[config.mk]
export PLATFORM = sky130hd
export DESIGN_NAME = lru_key_value_cache
export DESIGN_NICKNAME = d
export VERILOG_FILES = /design/src/lkvc_pkg.sv /design/src/lkvc_ram.sv /design/src/lkvc_dir.sv /design/src/lru_key_value_cache.sv
export VERILOG_INCLUDE_DIRS = /design/src /design/src/src
export SDC_FILE = /design/constraint.sdc
export NUM_CORES = 2
export LEC_CHECK = 0
export BUFFER_PORTS_ARGS = -buffer_cell sky130_fd_sc_hd__clkbuf_2
export CAP_MARGIN = 25
export CORE_ASPECT_RATIO = 1.1
export CORE_UTILIZATION = 52
export CTS_CLUSTER_DIAMETER = 60
export DETAILED_ROUTE_END_ITERATION = 16
export HOLD_SLACK_MARGIN = 0.02
export PLACE_DENSITY = 0.68
export SLEW_MARGIN = 30
export SYNTH_ARGS = -nofsm -noshare
export SYNTH_HDL_FRONTEND = slang
export SYNTH_SLANG_ARGS = --single-unit
[constraint.sdc]
create_clock -name clk -period 6.3 [get_ports clk]
set_input_delay 1.26 -clock clk [delete_from_list [all_inputs] [get_ports clk]]
set_output_delay 1.26 -clock clk [all_outputs]
set_load 0.1 [all_outputs]
[src/lru_key_value_cache_macros.svh]
// Assertion macros shared by the cache RTL.
`ifndef LRU_KEY_VALUE_CACHE_MACROS_SVH
`define LRU_KEY_VALUE_CACHE_MACROS_SVH

// Same-cycle implication, checked on every clock edge outside reset.
`define LKVC_ASSERT_NOW(label, ante, cons, msg) \
	label: assert property (@(posedge clk) disable iff (!arst_n) (ante) |-> (cons)) \
		else $error(msg);

// Next-cycle implication, checked on every clock edge outside reset.
`define LKVC_ASSERT_NEXT(label, ante, cons, msg) \
	label: assert property (@(posedge clk) disable iff (!arst_n) (ante) |=> (cons)) \
		else $error(msg);

`endif

[src/lkvc_pkg.sv]
// Shared constants and types of the LRU key/value cache.
`timescale 1ns / 1ps
package lkvc_pkg;

	localparam int ENTRIES = 16;
	localparam int IDX_W   = (ENTRIES > 1) ? $clog2(ENTRIES) : 1;
	localparam int RANK_W  = IDX_W;
	localparam int CNT_W   = $clog2(ENTRIES + 1);
	localparam int KEY_W   = 32;
	localparam int VAL_W   = 32;
	localparam int CAP_W   = 5;
	localparam logic [CAP_W-1:0] CAP_RESET = 5'd16;

	localparam logic CMD_GET = 1'b0;
	localparam logic CMD_SET = 1'b1;

	typedef enum logic [1:0] {
		DIR_NOP,
		DIR_TOUCH,
		DIR_EVICT,
		DIR_INSERT
	} dir_op_t;

	typedef struct packed {
		dir_op_t          op;
		logic [IDX_W-1:0] slot;
		logic [CNT_W-1:0] limit;
	} dir_req_t;

	typedef struct packed {
		logic [ENTRIES-1:0] valid;
		logic [IDX_W-1:0]   free_slot;
		logic               free_found;
		logic [CNT_W-1:0]   occupancy;
	} dir_stat_t;

endpackage

[src/lkvc_ram.sv]
// Generic single-write, single-read RAM with registered read data.
`timescale 1ns / 1ps
module lkvc_ram #(
	parameter int WIDTH = 32,
	parameter int DEPTH = 16,
	localparam int ADDR_W = (DEPTH > 1) ? $clog2(DEPTH) : 1
) (
	input  logic              clk,
	input  logic              wr_en,
	input  logic [ADDR_W-1:0] wr_addr,
	input  logic [WIDTH-1:0]  wr_data,
	input  logic [ADDR_W-1:0] rd_addr,
	output logic [WIDTH-1:0]  rd_data
);

	logic [WIDTH-1:0] mem_q [DEPTH];

	always_ff @(posedge clk) begin
		if (wr_en) begin
			mem_q[wr_addr] <= wr_data;
		end
		rd_data <= mem_q[rd_addr];
	end

endmodule

[src/lkvc_dir.sv]
// Entry directory: valid marks, recency ranks, occupancy and free-slot search.
`timescale 1ns / 1ps
module lkvc_dir (
	input  logic               clk,
	input  logic               arst_n,
	input  lkvc_pkg::dir_req_t req,
	output lkvc_pkg::dir_stat_t stat
);

	logic [lkvc_pkg::ENTRIES-1:0]  valid_q;
	logic [lkvc_pkg::RANK_W-1:0]   rank_q [lkvc_pkg::ENTRIES];
	logic [lkvc_pkg::CNT_W-1:0]    occ_q;
	logic [lkvc_pkg::RANK_W-1:0]   touch_rank;
	logic [lkvc_pkg::IDX_W-1:0]    free_slot;
	logic                          free_found;

	assign touch_rank = rank_q[req.slot];

	// Lowest-numbered invalid entry takes the next insertion.
	always_comb begin
		free_slot  = '0;
		free_found = 1'b0;
		for (int i = lkvc_pkg::ENTRIES - 1; i >= 0; i--) begin
			if (!valid_q[i]) begin
				free_slot  = lkvc_pkg::IDX_W'(i);
				free_found = 1'b1;
			end
		end
	end

	always_ff @(posedge clk or negedge arst_n) begin
		if (!arst_n) begin
			valid_q <= '0;
			occ_q   <= '0;
			for (int i = 0; i < lkvc_pkg::ENTRIES; i++) begin
				rank_q[i] <= '0;
			end
		end else begin
			case (req.op)
				lkvc_pkg::DIR_TOUCH: begin
					for (int i = 0; i < lkvc_pkg::ENTRIES; i++) begin
						if (lkvc_pkg::IDX_W'(i) == req.slot) begin
							rank_q[i] <= '0;
						end else if (valid_q[i] && rank_q[i] < touch_rank) begin
							rank_q[i] <= rank_q[i] + 1'b1;
						end
					end
				end
				lkvc_pkg::DIR_EVICT: begin
					// Drop every entry ranked beyond the last rank kept.
					for (int i = 0; i < lkvc_pkg::ENTRIES; i++) begin
						if (valid_q[i] && lkvc_pkg::CNT_W'(rank_q[i]) >= req.limit) begin
							valid_q[i] <= 1'b0;
							rank_q[i]  <= '0;
						end
					end
					occ_q <= req.limit;
				end
				lkvc_pkg::DIR_INSERT: begin
					if (free_found) begin
						for (int i = 0; i < lkvc_pkg::ENTRIES; i++) begin
							if (lkvc_pkg::IDX_W'(i) == free_slot) begin
								valid_q[i] <= 1'b1;
								rank_q[i]  <= '0;
							end else if (valid_q[i]) begin
								rank_q[i] <= rank_q[i] + 1'b1;
							end
						end
						occ_q <= occ_q + 1'b1;
					end
				end
				default: begin
				end
			endcase
		end
	end

	assign stat.valid      = valid_q;
	assign stat.free_slot  = free_slot;
	assign stat.free_found = free_found;
	assign stat.occupancy  = occ_q;

endmodule

[src/lru_key_value_cache.sv]
// Top level of the LRU key/value cache: request sequencer and shared key comparator.
//
// Requests enter on the s_ group: s_tuser is the command (0 get, 1 set),
// s_tdata carries the key and the value to store. Each request gives one
// result on the m_ group: m_tuser is the hit flag, m_tdata the read value
// (stored value on a get hit, all ones on a get miss, zero on any set).
// The user must write the capacity register on the cfg_ group only while no
// request is in progress; the block does not enforce it. 0 acts as 1 and
// values above the entry count act as it. One 32-bit comparator walks the
// stored keys one entry a cycle, then a final compare and a decide step run;
// a set that misses adds an insert step, after an evict step when occupancy
// has reached the capacity, before the response step that ends every request.
// s_tready is high only while the sequencer is idle. A finished result is
// held in the output register; the next request may be accepted while it
// waits, but that request's result waits until the receiver takes the old one.
// Reset clears all valid marks, occupancy and recency; no clearing pass runs,
// so the first request can be accepted right after reset.
`timescale 1ns / 1ps
`include "lru_key_value_cache_macros.svh"
module lru_key_value_cache (
	input  logic                         clk,
	input  logic                         arst_n,
	input  logic                         cfg_valid,
	output logic                         cfg_ready,
	input  logic [lkvc_pkg::CAP_W-1:0]   cfg_data,   // capacity
	input  logic                         s_tvalid,
	output logic                         s_tready,
	input  logic [63:0]                  s_tdata,    // lookup_key[31:0], write_value[63:32]
	input  logic                         s_tuser,    // command
	output logic                         m_tvalid,
	input  logic                         m_tready,
	output logic [lkvc_pkg::VAL_W-1:0]   m_tdata,    // read_value
	output logic                         m_tuser     // hit
);

	typedef enum logic [2:0] {
		ST_IDLE,
		ST_SCAN,
		ST_LAST,
		ST_DECIDE,
		ST_EVICT,
		ST_INSERT,
		ST_RESP
	} state_t;

	state_t                          state_q;
	logic [lkvc_pkg::CAP_W-1:0]      cap_q;
	logic                            cmd_q;
	logic [lkvc_pkg::KEY_W-1:0]      key_q;
	logic [lkvc_pkg::VAL_W-1:0]      wval_q;
	logic [lkvc_pkg::IDX_W-1:0]      idx_q;
	logic                            cmp_v_s1;
	logic [lkvc_pkg::IDX_W-1:0]      idx_s1;
	logic                            hit_q;
	logic [lkvc_pkg::IDX_W-1:0]      slot_q;
	logic [lkvc_pkg::VAL_W-1:0]      val_q;
	logic                            m_tvalid_q;
	logic [lkvc_pkg::VAL_W-1:0]      m_tdata_q;
	logic                            m_tuser_q;

	logic [lkvc_pkg::CNT_W-1:0]      eff_cap;
	logic [lkvc_pkg::KEY_W-1:0]      key_rdata;
	logic [lkvc_pkg::VAL_W-1:0]      val_rdata;
	logic                            key_wr_en;
	logic                            val_wr_en;
	logic [lkvc_pkg::IDX_W-1:0]      wr_slot;
	logic                            match;
	lkvc_pkg::dir_req_t              dir_req;
	lkvc_pkg::dir_stat_t             dir_stat;

	assign cfg_ready = 1'b1;
	assign s_tready  = (state_q == ST_IDLE);
	assign m_tvalid  = m_tvalid_q;
	assign m_tdata   = m_tdata_q;
	assign m_tuser   = m_tuser_q;

	always_ff @(posedge clk or negedge arst_n) begin
		if (!arst_n) begin
			cap_q <= lkvc_pkg::CAP_RESET;
		end else if (cfg_valid) begin
			cap_q <= cfg_data;
		end
	end

	always_comb begin
		if (cap_q == '0) begin
			eff_cap = lkvc_pkg::CNT_W'(1);
		end else if (32'(cap_q) > 32'(lkvc_pkg::ENTRIES)) begin
			eff_cap = lkvc_pkg::CNT_W'(lkvc_pkg::ENTRIES);
		end else begin
			eff_cap = lkvc_pkg::CNT_W'(cap_q);
		end
	end

	// Keys and values are read at the scan index; read data arrives in the cycle after the index.
	lkvc_ram #(.WIDTH(lkvc_pkg::KEY_W), .DEPTH(lkvc_pkg::ENTRIES)) u_key_ram (
		.clk     (clk),
		.wr_en   (key_wr_en),
		.wr_addr (wr_slot),
		.wr_data (key_q),
		.rd_addr (idx_q),
		.rd_data (key_rdata)
	);

	lkvc_ram #(.WIDTH(lkvc_pkg::VAL_W), .DEPTH(lkvc_pkg::ENTRIES)) u_val_ram (
		.clk     (clk),
		.wr_en   (val_wr_en),
		.wr_addr (wr_slot),
		.wr_data (wval_q),
		.rd_addr (idx_q),
		.rd_data (val_rdata)
	);

	lkvc_dir u_dir (
		.clk    (clk),
		.arst_n (arst_n),
		.req    (dir_req),
		.stat   (dir_stat)
	);

	assign match = cmp_v_s1 && dir_stat.valid[idx_s1] && (key_rdata == key_q);

	always_comb begin
		dir_req.op    = lkvc_pkg::DIR_NOP;
		dir_req.slot  = slot_q;
		dir_req.limit = eff_cap - 1'b1;
		key_wr_en     = 1'b0;
		val_wr_en     = 1'b0;
		wr_slot       = slot_q;
		case (state_q)
			ST_DECIDE: begin
				if (cmd_q == lkvc_pkg::CMD_SET && hit_q) begin
					dir_req.op = lkvc_pkg::DIR_TOUCH;
					val_wr_en  = 1'b1;
				end
			end
			ST_EVICT: begin
				dir_req.op = lkvc_pkg::DIR_EVICT;
			end
			ST_INSERT: begin
				dir_req.op = lkvc_pkg::DIR_INSERT;
				wr_slot    = dir_stat.free_slot;
				key_wr_en  = dir_stat.free_found;
				val_wr_en  = dir_stat.free_found;
			end
			default: begin
			end
		endcase
	end

	always_ff @(posedge clk or negedge arst_n) begin
		if (!arst_n) begin
			state_q    <= ST_IDLE;
			cmd_q      <= lkvc_pkg::CMD_GET;
			key_q      <= '0;
			wval_q     <= '0;
			idx_q      <= '0;
			cmp_v_s1   <= 1'b0;
			idx_s1     <= '0;
			hit_q      <= 1'b0;
			slot_q     <= '0;
			val_q      <= '0;
			m_tvalid_q <= 1'b0;
			m_tdata_q  <= '0;
			m_tuser_q  <= 1'b0;
		end else begin
			cmp_v_s1 <= (state_q == ST_SCAN);
			idx_s1   <= idx_q;
			// The response step drives valid itself when it hands over a result.
			if (m_tvalid_q && m_tready && state_q != ST_RESP) begin
				m_tvalid_q <= 1'b0;
			end
			if (match) begin
				hit_q  <= 1'b1;
				slot_q <= idx_s1;
				val_q  <= val_rdata;
			end
			case (state_q)
				ST_IDLE: begin
					if (s_tvalid) begin
						cmd_q   <= s_tuser;
						key_q   <= s_tdata[31:0];
						wval_q  <= s_tdata[63:32];
						idx_q   <= '0;
						hit_q   <= 1'b0;
						state_q <= ST_SCAN;
					end
				end
				ST_SCAN: begin
					if (idx_q == lkvc_pkg::IDX_W'(lkvc_pkg::ENTRIES - 1)) begin
						state_q <= ST_LAST;
					end else begin
						idx_q <= idx_q + 1'b1;
					end
				end
				ST_LAST: begin
					state_q <= ST_DECIDE;
				end
				ST_DECIDE: begin
					if (cmd_q == lkvc_pkg::CMD_GET || hit_q) begin
						state_q <= ST_RESP;
					end else if (dir_stat.occupancy >= eff_cap) begin
						state_q <= ST_EVICT;
					end else begin
						state_q <= ST_INSERT;
					end
				end
				ST_EVICT: begin
					state_q <= ST_INSERT;
				end
				ST_INSERT: begin
					state_q <= ST_RESP;
				end
				ST_RESP: begin
					if (!m_tvalid_q || m_tready) begin
						m_tvalid_q <= 1'b1;
						m_tuser_q  <= hit_q;
						if (cmd_q == lkvc_pkg::CMD_SET) begin
							m_tdata_q <= '0;
						end else if (hit_q) begin
							m_tdata_q <= val_q;
						end else begin
							m_tdata_q <= {lkvc_pkg::VAL_W{1'b1}};
						end
						state_q <= ST_IDLE;
					end
				end
				default: begin
					state_q <= ST_IDLE;
				end
			endcase
		end
	end

	`LKVC_ASSERT_NEXT(a_accept_starts_scan, s_tvalid && s_tready,
		state_q == ST_SCAN && idx_q == '0 && !hit_q, "accepted request did not start a scan")
	`LKVC_ASSERT_NOW(a_occ_matches_valid, 1'b1,
		$countones(dir_stat.valid) == 32'(dir_stat.occupancy), "occupancy disagrees with valid marks")
	`LKVC_ASSERT_NOW(a_insert_has_room, dir_req.op == lkvc_pkg::DIR_INSERT,
		dir_stat.free_found, "insertion found no free entry")
	`LKVC_ASSERT_NOW(a_result_from_resp, $rose(m_tvalid),
		$past(state_q) == ST_RESP, "result appeared outside the response step")
	`LKVC_ASSERT_NOW(a_single_match, match,
		!hit_q, "key matched more than one valid entry")

endmodule
# ---- Yosys cells after proc, flatten, opt, wreduce, memory -nomap -nowiden
# Memories as Yosys holds them, arrays and structs flattened. A register that Yosys moved wholly into a read port is not among the register bits.
# Index checks and enable logic that the tools add are counted.
dict set report op_classes {
  addsub 19
  n_lt_le_gt_ge 36
  n_eq_ne 111
  muxes 184
  bitwise_logic 2
  reduce_logical 84
}
# cell count
set op_table {}
lappend op_table {{4-bit two-way mux} 101}
lappend op_table {{64-bit case mux with 3 select lines} 1}
lappend op_table {{3-bit by 1-bit != test with 1-bit output, second input constant} 32}
lappend op_table {{4-bit by 5-bit >= comparator with 1-bit output} 16}
lappend op_table {{5-bit AND reduction} 16}
lappend op_table {{4-bit by 1-bit adder with 4-bit output, second input constant} 17}
lappend op_table {{2-bit by 1-bit != test with 1-bit output, second input constant} 34}
lappend op_table {{4-bit == test, first input constant} 16}
lappend op_table {{4-bit < comparator} 16}
lappend op_table {{32-bit two-way mux} 2}
lappend op_table {{64-bit two-way mux} 1}
lappend op_table {{4-bit AND reduction} 16}
lappend op_table {{1-bit two-way mux} 63}
lappend op_table {{1-bit logical AND} 37}
lappend op_table {{3-bit by 4-bit == test with 1-bit output, first input constant} 8}
lappend op_table {{32-bit == test} 1}
lappend op_table {{16-bit case mux with 2 select lines} 1}
lappend op_table {{3-bit case mux with 7 select lines} 1}
lappend op_table {{4-bit binary-select mux with 4-bit select} 1}
lappend op_table {{2-bit by 4-bit == test with 1-bit output, first input constant} 4}
lappend op_table {{16-bit two-way mux} 1}
lappend op_table {{5-bit two-way mux} 3}
lappend op_table {{5-bit case mux with 2 select lines} 1}
lappend op_table {{3-bit == test, second input constant} 3}
lappend op_table {{31 further kinds} 44}
dict set report totals {
  register_bits 238
  ram_bits 1024
  n_memories 2
}
# memory depth word_bits rd rd_ports_with_merged_regs wr line
set memory_table {}
lappend memory_table {u_key_ram.mem_q 16 32 1 1 1 lkvc_ram.sv:16} ;# logic [WIDTH-1:0] mem_q [DEPTH];
lappend memory_table {u_val_ram.mem_q 16 32 1 1 1 lkvc_ram.sv:16}

# ---- Logic depth before layout (Yosys ltp)
dict set report depth {
  word_depth 20
  depth_mapped 15
}

# ---- Modules after synthesis
# Synthesis repeated with hierarchy kept, for this count alone.
dict set report hier_totals {
  hier_cells 3173
  area_unflattened_um2 54863.9
}
# module instances cells_each area_per_inst_um2 seq_area_each_um2
set modules_own_cells {}
lappend modules_own_cells {lkvc_ram 2 838 19835.3 16015.4}
lappend modules_own_cells {lkvc_dir 1 965 8401.8 2127.0}
lappend modules_own_cells {lru_key_value_cache 1 532 6791.5 3829.9}

# ---- Least setup slack after synthesis
# OpenSTA, ideal clock, no wires.
dict set report synth_timing {
  path_kind {reg2reg}
  from {reg slot_q[0] (netlist bit)}
  to {reg u_dir.rank_q[3] (netlist bit)}
  setup_ps 65
  t_arrival_ps 4405
  required_time_ps 6235
  path_slack_ps 1830
  path_stages_with_launch 15
  path_buffers 4
  synth_period_minus_slack_ps 4470
  cell_sequence {dfrtp_1 buf_4 clkbuf_1 buf_1 mux4_2 mux4_2 inv_1 ha_1 o211a_1 o31ai_2 a211oi_1 or4_1 buf_2 or4_1 nand2_1}
}
dict set report synth_between {
  elab_chain_len 8
  word_cells_on_any_way 11
}
# item line
set synth_rtl {}
lappend synth_rtl {{from (decl)} lru_key_value_cache.sv:55} ;# logic [lkvc_pkg::IDX_W-1:0] slot_q;
lappend synth_rtl {{from (signal assigned)} lru_key_value_cache.sv:175} ;# slot_q <= idx_s1;
lappend synth_rtl {{4-bit inverter with 5-bit output (implied by the code)} lkvc_dir.sv:17} ;# assign touch_rank = rank_q[req.slot];
lappend synth_rtl {{4-bit binary-select mux with 4-bit select} lkvc_dir.sv:17}
lappend synth_rtl {{4-bit two-way mux (implied by the code) (2 in series)} lkvc_dir.sv:17}
lappend synth_rtl {{4-bit < comparator} lkvc_dir.sv:44} ;# end else if (valid_q[i] && rank_q[i] < touch_rank) begin
lappend synth_rtl {{1-bit logical AND} lkvc_dir.sv:44}
lappend synth_rtl {{3-bit by 1-bit != test with 1-bit output (no source line)} -}
lappend synth_rtl {{5-bit AND reduction (no source line)} -}
lappend synth_rtl {{to (signal, indexed assignment)} lkvc_dir.sv:45} ;# rank_q[i] <= rank_q[i] + 1'b1;
lappend synth_rtl {{to (signal, indexed assignment)} lkvc_dir.sv:66} ;# rank_q[i] <= rank_q[i] + 1'b1;
lappend synth_rtl {{to (decl)} lkvc_dir.sv:11} ;# logic [lkvc_pkg::RANK_W-1:0] rank_q [lkvc_pkg::ENTRIES];
# Parallel ways exist; a longest one is shown, timed or not. The select of a mux whose other input is x is not followed.
# A chain may end at the register's enable or synchronous reset.

# ---- Final worst setup path
dict set report layout_timing {
  from {reg slot_q[0] (netlist bit)}
  to {reg u_dir.rank_q[39] (netlist bit)}
}
# The elaborated chain is that of the path after synthesis.

==> impl_metrics.ini <==
[route]
via_per_inst = 6.33
final_antenna_net_count = 0
wl_per_cell_um = 28.8
dr.pass1.iters = 5
vias = 29500
drt_iter0_markers = 3004
drt-total-wl_um = 134000
drc = 0

[synth]
ys.flop_type = edfxtp_1
yosysSeqAreaShare_pct = 69.8
synth_cell_types = 73
syn-num-nets = 3174
synth_top_cell_area_share_pct = 56.5
syn_area_um2 = 54400
synth_edf_count = 1024
yosys_warnings = 0
netlist_top_cells_area = edfxtp_1 (57%), mux4_2 (14%), dfrtp_1 (11%), ha_1 (3.1%), dfxtp_1 (2.4%)
ys_seq_elements = 1326
yosysTopAreaCell = edfxtp_1
syn_inst = 2963
postSynthAreaPerCell_um2 = 18.4
postSynth.asyncResetShare_pct = 17.9

[die]
die-width_um = 310
die_h_um = 341
pin_count = 111
fp-row-count = 124
start_util_pct = 52.4
die_area_um2 = 106000
core_um2 = 104000

[setup_path]
worstSetupStartpointType = flop
crit_arrival_ps = 5400
r2r_slack_ps = 1570
rr_worst_depth = 12
crit_cells = 12
crit_chain = buf_4 > mux4_2 > mux4_2 > inv_1 > ha_1 > a21o_1 > a211oi_1 > o21ai_0 > a2111oi_2 > nand2_1 > nor3_1 > a311o_1
max_stage_delay_ps = 700
path_buf_inv = 2
cp_max_fo = 16
cpMaxStageDelayCell = a2111oi_2
timing.critical_path.mode_cell = mux4_2
crit_path_start = slot_q[0]$_DFFE_PN0P_
r2r-start = slot_q[0]$_DFFE_PN0P_
endpoint = u_dir.rank_q[39]$_DFFE_PN0P_
endpoint_kind = flop
r2r_end = u_dir.rank_q[39]$_DFFE_PN0P_
path_delay_family = compound AO/OA/AOI/OAI gates
crit_type = flop to flop
critPathRequiredTime_ps = 6970

[sta]
tightest_slew_ps = 998
period_needed_ps = 4730
rsz0062_at_grt = false
setup_viol = 0
skew_ps = 33.0
final_hold_viol_count = 0
relSlewSlack_pct = 33.3
finalCritPeriodShare_pct = 75.1
fmax_mhz = 211
maxSlewViolCount = 0
tns_ps = 0

[global_route]
antenna_found_initial = 2
grt_first_pass_wirelength_um = 200000
grt_use_total_pct = 26.0
grt_overflow = 0
grt_max_degree = 157
grt_pass1_vias = 30400

[pwr]
p_per_area_nw_per_um2 = 456
leakagePower_nw = 21.2
ir_drop_v = 0.000520

[status]
status = complete, no violations

[clock_network]
cts_num_sinks = 1326
cts_buffers = 139
post_cts_buffers = 0
hold_buffers = 0
cts_tree = built
root_buffer = clkbuf_16
clk_latency_ps = 750
clockBufferDepth = 3
cts_resized = 0
ctsHtreeMaxLevel = 4
path_clk_slew_ps = 70

[finish]
area_growth_pct = 14.0
nets = 3373
multiInputGateArea_um2 = 16000
fin_util_pct = 59.8
fillers = 7373
drive_above_1_share_pct = 27.9
seq_area_um2 = 38000

[placement]
dp_hpwl_um = 85200
gp_congestion = 0.942
portBuffers = 109

[min_path]
hold_path.class = primary input to async pin

[flow_run]
maxCapViolations = 0
==> placed cells by master, fill, tap and decap left out, drive strengths merged, types with 25 or more instances in the layout <==
cell type / synthesis / final
buf: 44 / 86
a21oi: 61 / 61
mux2: 107 / 107
xnor2: 29 / 29
ha: 136 / 136
nor2: 74 / 74
o21bai: 40 / 40
clkbuf: 93 / 306
mux4: 344 / 344
dfrtp: 237 / 237
nor2b: 25 / 25
nand3: 45 / 45
o21ai: 156 / 156
dfxtp: 64 / 64
inv: 50 / 62
nand2: 135 / 135
edfxtp: 1024 / 1024
nand2b: 50 / 50
clkinv: 1 / 42
==> sequential cells by signal, indices dropped and copies added, names as in the netlist <==
register / flops
val_q: 32
idx_s1: 4
slot_q: 4
m_tdata: 32
wval_q: 32
cmp_v_s1: 1
u_val_ram.rd_data: 32
m_tvalid: 1
u_dir.rank_q: 64
cmd_q: 1
hit_q: 1
u_val_ram.mem_q: 512
cap_q: 5
u_key_ram.mem_q: 512
m_tuser: 1
state_q: 3
key_q: 32
u_key_ram.rd_data: 32
u_dir.valid_q: 16
u_dir.occ_q: 5
idx_q: 4
==> per-layer routing <==
| layer | global-route usage (%) | routed length [um] |
|---|---|---|
| met1 | 37.6 | 55600 |
| met2 | 40.4 | 64800 |
| met3 | 4.87 | 10200 |
| met4 | 8.09 | 3590 |
| met5 | 0 | 0 |
==> area by class of cell <==
type | instances | area share (%)
Multi-Input combinational cell | 1449 | 25.7
Sequential cell | 1326 | 61.3
Antenna cell | 1 | 0.00403
Timing Repair Buffer | 195 | 2.83
Inverter | 51 | 0.309
Clock buffer | 197 | 6.25
Clock inverter | 62 | 0.811
Tap cell | 1386 | 2.80
==> worst min path at each step <==
stage / end / cells after the start / slack [ps]
2_1_floorplan: idx_s1[1]$_DFF_PN0_ / 0 / 380
3_3_place_gp: val_q[17]$_DFFE_PN0P_ / 1 / 450
3_5_place_dp: val_q[29]$_DFFE_PN0P_ / 1 / 450
4_1_cts: u_dir.rank_q[57]$_DFFE_PN0P_ / 1 / 370
5_1_grt: u_dir.rank_q[57]$_DFFE_PN0P_ / 1 / 390
6_report: u_dir.rank_q[57]$_DFFE_PN0P_ / 1 / 400
==> cell usage after synthesis (7+ instances only) <==
cell and n:
edfxtp_1 1024, mux4_2 344, dfrtp_1 237, o21ai_0 155, ha_1 136, nand2_1 135, mux2_2 107, clkbuf_1 92
nor2_1 74, dfxtp_1 64, a21oi_1 61, inv_1 50, nand2b_1 50, nand3_1 45, o21bai_1 40, buf_1 33
xnor2_1 29, nor2b_1 25, a211oi_1 22, a31oi_1 20, a21o_1 17, nand4_1 16, o31ai_1 14, nor3_1 11
and3_1 10, a221oi_1 8, a31o_2 8, and2_1 8, buf_2 7, o22ai_1 7
==> worst register-to-register path: cells and delay by family, from the launching register on <==
kind / cells / cell delay (ps)
adder cells (fa/ha/maj): 1 / 380
buffers and inverters: 2 / 950
AO/OA/AOI/OAI: 5 / 1370
multiplexers: 2 / 1020
AND/OR/NAND/NOR: 2 / 390
flip-flops: 1 / 550
==> kinds of logic after synthesis <==
kind of cell,count (synthesis),share of synthesized area (%)
multiplexers,457,16.6
adder cells (fa/ha/maj),136,3.13
XOR/XNOR,35,0.563
flip-flops,1326,69.8
AND/OR/NAND/NOR,400,3.55
AO/OA/AOI/OAI,420,5.02
other,1,0.00689
buffers and inverters,188,1.34
==> report_power, final <==
part	internal, mW	total, mW	switching [mW]	leakage, nW
sequential	11.3	13.1	1.76	12.8
clock	4.40	7.80	3.40	2.11
combinational	3.23	7.41	4.18	6.33
==> stage by stage <==
stage | std cells | hold slack (ps) | total power, mW | instance area [um^2] | setup WS, ps
floorplan | 2963 | 376 | 17.7 | 54400 | 1830
global placement | 4381 | 446 | 20.3 | 57000 | 1760
detailed placement | 4404 | 448 | 20.6 | 57600 | 1600
CTS | 4663 | 374 | 28.4 | 62000 | 1610
global route | 4666 | 394 | 29.4 | 62000 | 1370
finish | 4667 | 397 | 28.3 | 62000 | 1570
Power figures use the tool's default switching activity.
